--- src/design/cnsp_pkg.sv ---
// cnsp_pkg: constants of the cpio newc header layout and the trailer name
// used by the stream parser; no dependencies
`default_nettype none

package cnsp_pkg;

   localparam int unsigned HDR_LEN    = 110;
   localparam int unsigned FSIZE_AT   = 54;
   localparam int unsigned NSIZE_AT   = 94;
   localparam int unsigned HEX_DIGITS = 8;
   localparam int unsigned TRL_LEN    = 10;

   localparam int unsigned FSIZE_END = FSIZE_AT + HEX_DIGITS;
   localparam int unsigned NSIZE_END = NSIZE_AT + HEX_DIGITS;
   localparam int unsigned FSIZE_TOP = FSIZE_END - 1;
   localparam int unsigned NSIZE_TOP = NSIZE_END - 1;

   // characters of "TRAILER!!!"
   function automatic logic [7:0] trl_char(input logic [3:0] pos);
      logic [7:0] ch;
      case (pos)
         4'd0: ch = 8'h54;
         4'd1: ch = 8'h52;
         4'd2: ch = 8'h41;
         4'd3: ch = 8'h49;
         4'd4: ch = 8'h4c;
         4'd5: ch = 8'h45;
         4'd6: ch = 8'h52;
         4'd7: ch = 8'h21;
         4'd8: ch = 8'h21;
         4'd9: ch = 8'h21;
         default: ch = 8'h00;
      endcase
      return ch;
   endfunction

endpackage

`default_nettype wire

--- src/design/cnsp_ifs.sv ---
// cnsp_req_if / cnsp_rsp_if: valid/ready channels of the cpio newc parser
// no dependencies
`default_nettype none

interface cnsp_req_if;
   logic       valid;
   logic       ready;
   logic [7:0] archive_byte;

   modport source (output valid, output archive_byte, input ready);
   modport sink (input valid, input archive_byte, output ready);
endinterface

interface cnsp_rsp_if;
   logic        valid;
   logic        ready;
   logic [7:0]  data_byte;
   logic [2:0]  region;
   logic        entry_last;
   logic        is_trailer;
   logic [31:0] content_size;
   logic [31:0] name_length;

   modport source (output valid, output data_byte, output region, output entry_last,
                   output is_trailer, output content_size, output name_length,
                   input ready);
   modport sink (input valid, input data_byte, input region, input entry_last,
                 input is_trailer, input content_size, input name_length,
                 output ready);
endinterface

`default_nettype wire

--- src/design/cpio_newc_stream_parser.sv ---
// cpio_newc_stream_parser: tags each byte of a cpio newc archive with its region
// depends on cnsp_pkg and the channel interfaces in cnsp_ifs.sv
//
// usage
//   req_bus carries one archive byte per beat; rsp_bus returns one tagged beat
//   for every accepted byte: the byte itself, its region (header, name, name
//   pad, content, content pad, past end), an end-of-entry mark, the trailer
//   flag and the decoded file and name sizes of the current entry
//   the header's size fields are decoded as their digits stream past
//   a registered result shows on rsp_bus the cycle after its byte is taken
//   throughput: one byte per cycle while rsp_bus.ready is high; all per-byte
//   work (counter step, hex digit accumulate, region length compare) sits
//   between the parser state and the result register
//   stall: the result register holds while rsp_bus.ready is low; a new byte
//   is still taken in the cycle the held result is drained
//   reset: synchronous; the parser returns to the first header byte of the
//   archive, sizes cleared, no result pending
//   after the trailer entry every byte is tagged past end until reset
`default_nettype none

module cpio_newc_stream_parser
   import cnsp_pkg::*;
(
   input wire logic    clock,
   input wire logic    reset,
   cnsp_req_if.sink    req_bus,
   cnsp_rsp_if.source  rsp_bus
);

   typedef enum logic [2:0] {
      PH_HEADER  = 3'd0,
      PH_NAME    = 3'd1,
      PH_NAMEPAD = 3'd2,
      PH_CONTENT = 3'd3,
      PH_CONTPAD = 3'd4,
      PH_END     = 3'd5
   } phase_type;

   phase_type   phase_ff, phase_in;
   logic [31:0] count_ff, count_in;
   logic [31:0] accum_ff, accum_in;
   logic [31:0] csize_ff, csize_in;
   logic [31:0] nsize_ff, nsize_in;
   logic        stop_ff, stop_in;
   logic        match_ff, match_in;

   logic        rsp_valid_ff;
   logic [7:0]  rsp_byte_ff;
   logic [2:0]  rsp_region_ff;
   logic        rsp_last_ff, rsp_last_in;
   logic        rsp_trl_ff, rsp_trl_in;
   logic [31:0] rsp_csize_ff;
   logic [31:0] rsp_nsize_ff;

   logic        accept;
   logic [7:0]  in_byte;
   logic [31:0] count_plus;
   logic [31:0] cur_len;
   logic [1:0]  npad_len;
   logic [1:0]  cpad_len;
   logic [4:0]  len_nz;
   logic        digit_ok;
   logic [3:0]  digit_val;
   logic        in_field;
   logic        field_start;
   logic [31:0] accum_base;
   logic        stop_base;
   logic        matched;
   logic        found;
   phase_type   next_phase;

   assign req_bus.ready = !rsp_valid_ff || rsp_bus.ready;
   assign accept        = req_bus.valid && req_bus.ready;
   assign in_byte       = req_bus.archive_byte;

   // hex digit decode
   always_comb begin
      digit_ok  = 1'b1;
      digit_val = 4'd0;
      if (in_byte >= 8'h30 && in_byte <= 8'h39) begin
         digit_val = in_byte[3:0];
      end else if ((in_byte >= 8'h61 && in_byte <= 8'h66) ||
                   (in_byte >= 8'h41 && in_byte <= 8'h46)) begin
         digit_val = 4'(in_byte[2:0] + 3'd1) + 4'd8;
      end else begin
         digit_ok = 1'b0;
      end
   end

   always_comb begin
      phase_in    = phase_ff;
      count_in    = count_ff;
      accum_in    = accum_ff;
      csize_in    = csize_ff;
      nsize_in    = nsize_ff;
      stop_in     = stop_ff;
      match_in    = match_ff;
      rsp_last_in = 1'b0;
      rsp_trl_in  = 1'b0;
      accum_base  = accum_ff;
      stop_base   = stop_ff;
      in_field    = 1'b0;
      field_start = 1'b0;
      matched     = 1'b0;
      found       = 1'b0;
      next_phase  = PH_HEADER;
      count_plus  = count_ff + 32'd1;
      npad_len    = 2'd0;
      cpad_len    = 2'd0;
      len_nz      = 5'd0;
      cur_len     = 32'd0;

      if (phase_ff == PH_END) begin
         rsp_trl_in = 1'b1;
      end else begin
         if (phase_ff == PH_HEADER) begin
            if (count_ff == 32'd0) begin
               csize_in = 32'd0;
               nsize_in = 32'd0;
               match_in = 1'b1;
            end
            in_field = (count_ff >= FSIZE_AT && count_ff < FSIZE_END) ||
                       (count_ff >= NSIZE_AT && count_ff < NSIZE_END);
            field_start = (count_ff == FSIZE_AT) || (count_ff == NSIZE_AT);
            if (in_field) begin
               if (field_start) begin
                  accum_base = 32'd0;
                  stop_base  = 1'b0;
               end
               accum_in = accum_base;
               stop_in  = stop_base;
               if (!stop_base) begin
                  if (digit_ok) begin
                     accum_in = {accum_base[27:0], digit_val};
                  end else begin
                     stop_in = 1'b1;
                  end
               end
               if (count_ff == FSIZE_TOP) begin
                  csize_in = accum_in;
               end
               if (count_ff == NSIZE_TOP) begin
                  nsize_in = accum_in;
               end
            end
         end else if (phase_ff == PH_NAME) begin
            if (count_ff < TRL_LEN) begin
               if (in_byte != trl_char(count_ff[3:0])) begin
                  match_in = 1'b0;
               end
            end else if (count_ff == TRL_LEN) begin
               if (in_byte != 8'h00) begin
                  match_in = 1'b0;
               end
            end
         end

         matched = match_in && (nsize_in >= TRL_LEN);
         if (matched && ((phase_ff != PH_HEADER && phase_ff != PH_NAME) ||
                         (phase_ff == PH_NAME && count_plus == nsize_in))) begin
            rsp_trl_in = 1'b1;
         end

         npad_len = 2'd0 - (nsize_in[1:0] + 2'd2);
         cpad_len = 2'd0 - csize_in[1:0];
         len_nz   = {cpad_len != 2'd0, csize_in != 32'd0, npad_len != 2'd0,
                     nsize_in != 32'd0, 1'b1};

         case (phase_ff)
            PH_HEADER:  cur_len = 32'(HDR_LEN);
            PH_NAME:    cur_len = nsize_in;
            PH_NAMEPAD: cur_len = {30'd0, npad_len};
            PH_CONTENT: cur_len = csize_in;
            PH_CONTPAD: cur_len = {30'd0, cpad_len};
            default:    cur_len = 32'd0;
         endcase

         // first non-empty region after the current one
         for (int k = 4; k >= 1; k--) begin
            if (len_nz[k] && (3'(k) > phase_ff)) begin
               next_phase = phase_type'(3'(k));
               found      = 1'b1;
            end
         end

         if (count_plus >= cur_len) begin
            count_in = 32'd0;
            if (found) begin
               phase_in = next_phase;
            end else begin
               rsp_last_in = 1'b1;
               phase_in    = matched ? PH_END : PH_HEADER;
            end
         end else begin
            count_in = count_plus;
         end
      end
   end

   always_ff @(posedge clock) begin
      if (reset) begin
         phase_ff     <= PH_HEADER;
         count_ff     <= 32'd0;
         accum_ff     <= 32'd0;
         csize_ff     <= 32'd0;
         nsize_ff     <= 32'd0;
         stop_ff      <= 1'b0;
         match_ff     <= 1'b1;
         rsp_valid_ff <= 1'b0;
      end else begin
         if (accept) begin
            phase_ff      <= phase_in;
            count_ff      <= count_in;
            accum_ff      <= accum_in;
            csize_ff      <= csize_in;
            nsize_ff      <= nsize_in;
            stop_ff       <= stop_in;
            match_ff      <= match_in;
            rsp_valid_ff  <= 1'b1;
            rsp_byte_ff   <= in_byte;
            rsp_region_ff <= phase_ff;
            rsp_last_ff   <= rsp_last_in;
            rsp_trl_ff    <= rsp_trl_in;
            rsp_csize_ff  <= csize_in;
            rsp_nsize_ff  <= nsize_in;
         end else if (rsp_bus.ready) begin
            rsp_valid_ff <= 1'b0;
         end
      end
   end

   assign rsp_bus.valid        = rsp_valid_ff;
   assign rsp_bus.data_byte    = rsp_byte_ff;
   assign rsp_bus.region       = rsp_region_ff;
   assign rsp_bus.entry_last   = rsp_last_ff;
   assign rsp_bus.is_trailer   = rsp_trl_ff;
   assign rsp_bus.content_size = rsp_csize_ff;
   assign rsp_bus.name_length  = rsp_nsize_ff;

endmodule

`default_nettype wire
--- src/flat_wrapper.sv ---
// flat-port wrapper written by rule: the top's interface ports become plain ports
module cpio_newc_stream_parser_flat import cnsp_pkg::*;
  (clock, reset, req_bus_valid, req_bus_archive_byte, req_bus_ready, rsp_bus_valid, rsp_bus_data_byte, rsp_bus_region, rsp_bus_entry_last, rsp_bus_is_trailer, rsp_bus_content_size, rsp_bus_name_length, rsp_bus_ready);
  cnsp_req_if req_bus_i ();
  cnsp_rsp_if rsp_bus_i ();
  input wire logic clock;
  input wire logic reset;
  input wire logic [$bits(req_bus_i.valid)-1:0] req_bus_valid;
  input wire logic [$bits(req_bus_i.archive_byte)-1:0] req_bus_archive_byte;
  output wire logic [$bits(req_bus_i.ready)-1:0] req_bus_ready;
  output wire logic [$bits(rsp_bus_i.valid)-1:0] rsp_bus_valid;
  output wire logic [$bits(rsp_bus_i.data_byte)-1:0] rsp_bus_data_byte;
  output wire logic [$bits(rsp_bus_i.region)-1:0] rsp_bus_region;
  output wire logic [$bits(rsp_bus_i.entry_last)-1:0] rsp_bus_entry_last;
  output wire logic [$bits(rsp_bus_i.is_trailer)-1:0] rsp_bus_is_trailer;
  output wire logic [$bits(rsp_bus_i.content_size)-1:0] rsp_bus_content_size;
  output wire logic [$bits(rsp_bus_i.name_length)-1:0] rsp_bus_name_length;
  input wire logic [$bits(rsp_bus_i.ready)-1:0] rsp_bus_ready;
  assign req_bus_i.valid = req_bus_valid;
  assign req_bus_i.archive_byte = req_bus_archive_byte;
  assign req_bus_ready = req_bus_i.ready;
  assign rsp_bus_valid = rsp_bus_i.valid;
  assign rsp_bus_data_byte = rsp_bus_i.data_byte;
  assign rsp_bus_region = rsp_bus_i.region;
  assign rsp_bus_entry_last = rsp_bus_i.entry_last;
  assign rsp_bus_is_trailer = rsp_bus_i.is_trailer;
  assign rsp_bus_content_size = rsp_bus_i.content_size;
  assign rsp_bus_name_length = rsp_bus_i.name_length;
  assign rsp_bus_i.ready = rsp_bus_ready;
  cpio_newc_stream_parser u_core (.clock(clock), .reset(reset), .req_bus(req_bus_i), .rsp_bus(rsp_bus_i));
endmodule
--- config.mk ---
export PLATFORM = sky130hd
export DESIGN_NAME = cpio_newc_stream_parser_flat
export DESIGN_NICKNAME = d
export VERILOG_FILES = /design/src/design/cnsp_pkg.sv /design/src/design/cnsp_ifs.sv /design/src/design/cpio_newc_stream_parser.sv /design/src/flat_wrapper.sv
export SDC_FILE = /design/constraint.sdc
export NUM_CORES = 1
export LEC_CHECK = 0
export BUFFER_PORTS_ARGS = -buffer_cell sky130_fd_sc_hd__buf_2
export CAP_MARGIN = 5
export CORE_AREA = 2 2 147 149
export DETAILED_ROUTE_END_ITERATION = 16
export DIE_AREA = 0 0 149 151
export MAX_ROUTING_LAYER = met4
export PLACE_DENSITY = 0.85
export REMOVE_ABC_BUFFERS = 1
export SYNTH_ARGS = -nofsm -noshare
export SYNTH_HDL_FRONTEND = slang
export SYNTH_SLANG_ARGS = --single-unit
--- constraint.sdc ---
create_clock -name clock -period 5.7 [get_ports clock]
set_input_delay 0.57 -clock clock [delete_from_list [all_inputs] [get_ports clock]]
set_output_delay 0.57 -clock clock [all_outputs]
set_load 0.02 [all_outputs]
==> summary.md <==
| Metric | Value |
|---|---|
| Outcome | `finished, final reports clean` |
| Cells after DPL | `1778` |
| Min-Delay Path Class | `in2reg` |
| Non-Filler Instances | `1822` |
| FP Rows | `53` |
| Number of post-CTS setup repair buffers | `0` |
| Ranking of synthesized cells by area | `dfxtp_1 23%, edfxtp_1 19%, nor2_1 5.3%, nand2_1 4.8%, ha_1 4.5%` |
| CTS buffer count | `24` |
| GR Util All Layers | `0.362` |
| DP HPWL | `about 29000 um` |
| CP Launch Type | `flop` |
| Tot Pwr | `around 3.7 mW` |
| Footprint of the multi-input gates | `6580 um^2` |
| Sequential fraction of the synthesis area | `0.416` |
| WL final | `40700 um` |
| #FFs+latches synth | `218` |
| Commonest cells after routing, fill and taps aside | `174 x nor2_1, 159 x nand2_1, 139 x dfxtp_1` |
| CP top delay family | `compound AO/OA/AOI/OAI gates` |
| Max-slew violation count | `0` |
| Commonest non-fill, non-tap cell in the layout | `nor2_1` |
| Yosys warns | `0` |
| Final hold vios | `0` |
| Tcrit/Tclk final | `0.945` |
| Xor and xnor area share after synthesis | `0.0425` |
| Initial antenna violation count | `0` |
| Final setup TNS | `0 ns` |
| Initial Util | `0.593` |
| 1st-iter DRT viols | `roughly 1600` |
| Pleak | `5.66 nW` |
| Max transition margin | `0.257` |
| Max Root-Sink Buffers | `3` |
| Die Y | `151 um` |
| Largest net degree at the start of global routing | `slightly below 100` |
| FF/Latch Area | `5140 um^2` |
| Post-synth EDFFs | `77` |
| Design Area, Final | `14000 um^2` |
| Post-synthesis compound-gate area fraction | `0.201` |
| Share of layout cells above drive strength 1 | `0.142` |
| Mapped Area | `~12000 um^2` |
| Vias per cell | `around 6.6` |
| Worst slack at placement | `0.130 ns` |
| H-Tree Level Count | `1` |
| Critical Path End Type | `flop` |
| Fmax | `186 MHz` |
| Post-synthesis mux area share | `0.00587` |
| Final worst path period need | `around 5.4 ns` |
| First-pass GRT wire length | `about 62000 um` |
| GP Congestion | `1.00` |
| CTS tree | `done` |
| Asr flop ratio synth | `0` |
| I/O Buffers | `90` |
| Hold_ws | `0.275 ns` |
| CP max-delay cell | `or4b_2` |
| Largest family of logic cells by synthesized area | `simple AND/OR/NAND/NOR gates` |
| Final setup fails | `0` |
| Drc violations | `0` |
| Worst skew pair latency | `about 0.54 ns` |
| Pre-Repair DR Iteration Count | `6` |
| P per Cell Area | `262 nW/um^2` |
| Adder-Cell Fraction of Synth Area | `0.0446` |
| Number of global-route vias before repair | `10789` |
| Worst-path fanout max | `8` |
| Worst vdd ir | `245 uV` |
| Via total after detailed routing | `12054` |
| Gr ovfl total | `0` |
| # fillers | `roughly 1700` |
| Synth unique cells | `82` |
| Nets | `about 1600` |
| Largest area contributor in the netlist | `dfxtp_1` |
| Placed Area | `13200 um^2` |
| Worst clock skew | `0.0152 ns` |
| Core ar. | `around 21000 um^2` |
| Area grow syn2layout | `13.6%` |
| Post-synth top flop | `dfxtp_1` |
| CP Data Arrival Time | `approximately 5.8 ns` |
| Gate Count Post-Synth | `around 1500` |
| Top-area cell type share of the netlist area | `0.228` |
| Post-CTS Hold Buffers | `0` |
| DR WL/cell | `22.3 um` |
| Antenna diode count | `0` |
| Clock slew at reported path FFs | `0.06 ns` |
| Syn avg cell area | `8.47 um^2` |
| DIE AREA | `around 22000 um^2` |
| Setup WS post-layout | `0.313 ns` |
| Crit path kind | `reg2reg` |
| CTS Sinks | `218` |
| Simple-gate share of the synthesized area | `0.233` |
| Final core area utilization | `0.674` |
| CTS root buffer | `clkbuf_16` |
| Critical Path Max Stage Delay | `between 0.6 and 0.7 ns` |
| Crit-path cells | `ha_1 > nand2b_1 > or4b_2 > nor3_2 > a22oi_1 > ha_1 > nand2_1 > a221oi_1 > a21oi_1 > ha_1 > o21ai_0 > o21ai_0 > a21oi_1 > o21ai_0 > o31a_1 > nor3_4 > a31oi_1 > nand2_1 > or2_2 > a21oi_1` |
| Die width | `between 100 and 150 um` |
| IO Count | `91` |
| CP Buf/Inv Count | `0` |
| Worst Max-Slew Pin Slew | `1.11 ns` |
| DRT antenna net count | `0` |
| Max_cap viols | `0` |
| Required @ worst endpoint | `6.15 ns` |
layer usage:
metal	up-vias	global-route usage	wire, um
met3	120	0.0651	5140
met2	850	0.535	18000
li1	5425	-	-
met4	0	0.122	1370
met1	5659	0.503	16100
met5	-	-	0
cells in the mapped netlist, drive strengths merged, types with 5 or more instances:
| master | instances |
|---|---|
| nor2 | 176 |
| nand2 | 159 |
| dfxtp | 141 |
| a21oi | 99 |
| inv | 78 |
| clkbuf | 77 |
| edfxtp | 77 |
| nand3 | 61 |
| o21ai | 56 |
| a211oi | 47 |
| ha | 44 |
| nor3 | 43 |
| xnor2 | 42 |
| a22oi | 40 |
| nor4 | 40 |
| nand4 | 29 |
| and2 | 27 |
| o211ai | 22 |
| buf | 20 |
| and3 | 19 |
| xor2 | 18 |
| a32o | 15 |
| a22o | 14 |
| a21o | 9 |
| nand2b | 8 |
| and4 | 6 |
| o2111ai | 6 |
| or4 | 6 |
| a31oi | 5 |
| a32oi | 5 |
| mux2i | 5 |
| nand3b | 5 |
| nor2b | 5 |
power breakdown:
| part | total (mW) | switching, mW | internal (mW) |
|---|---|---|---|
| logic | 0.373 | 0.256 | 0.117 |
| clock network | 1.59 | 0.665 | 0.923 |
| registers | 1.71 | 0.0399 | 1.67 |
| total | 3.67 | 0.961 | 2.71 |
final timing paths:
check                                                 startpoint  slack, ns                                    end  depth (start not counted)
worst max register to register   u_core.count_ff[0]$_SDFFE_PP0P_       0.31                                   flop                         20
worst max-delay path             u_core.count_ff[0]$_SDFFE_PP0P_       0.31                                   flop                         20
worst min-delay path                     req_bus_archive_byte[7]       0.28  u_core.rsp_bus.data_byte[7]$_DFFE_PP_                          1
worst min register to register  u_core.accum_ff[29]$_SDFFE_PP0P_       0.45       u_core.accum_ff[29]$_SDFFE_PP0P_                          2
worst register-to-register path: stages (launching register included):
cell and delay (ns):
dfxtp_1 0.55, ha_1 0.22, nand2b_1 0.07, or4b_2 0.68, nor3_2 0.51, a22oi_1 0.19, ha_1 0.34, nand2_1 0.05
a221oi_1 0.25, a21oi_1 0.09, ha_1 0.28, o21ai_0 0.07, o21ai_0 0.17, a21oi_1 0.12, o21ai_0 0.21, o31a_1 0.26
nor3_4 0.08, a31oi_1 0.54, nand2_1 0.18, or2_2 0.32, a21oi_1 0.14
cell families (layout without fill, tap and decap cells):
kind of cell,Yosys count,count (layout)
xor gates and xnor gates,60,60
DFF,218,218
adders and majority gates,44,44
muxes,7,7
and+or+nand+nor,599,599
AOI/OAI and AO/OA,356,356
buffers and inverters,175,263
repair_timing:
item / 4_1_cts / 5_1_grt
gates resized for setup: 0 / 6
endpoints found under the hold margin: 0 / 0
setup endpoints to repair: 0 / 21
area by class of cell:
type                    instances  area share
inverters                      78      0.0209
clock buffers                  32      0.0508
flip-flops and latches        218       0.366
clock inverters                12     0.00660
repair buffers                141      0.0622
multi-input cells            1066       0.469
well taps                     275      0.0245
sequential cells by signal, indices dropped and copies added (netlist names), 3 cells and up, named ones only:
name	flops
u_core.rsp_bus.data_byte	8
u_core.nsize_ff	32
u_core.phase_ff	3
u_core.rsp_bus.content_size	32
u_core.count_ff	32
u_core.rsp_bus.region	3
u_core.accum_ff	32
u_core.rsp_bus.name_length	32
u_core.csize_ff	32
Note: power is estimated with default switching activity, not from simulation.
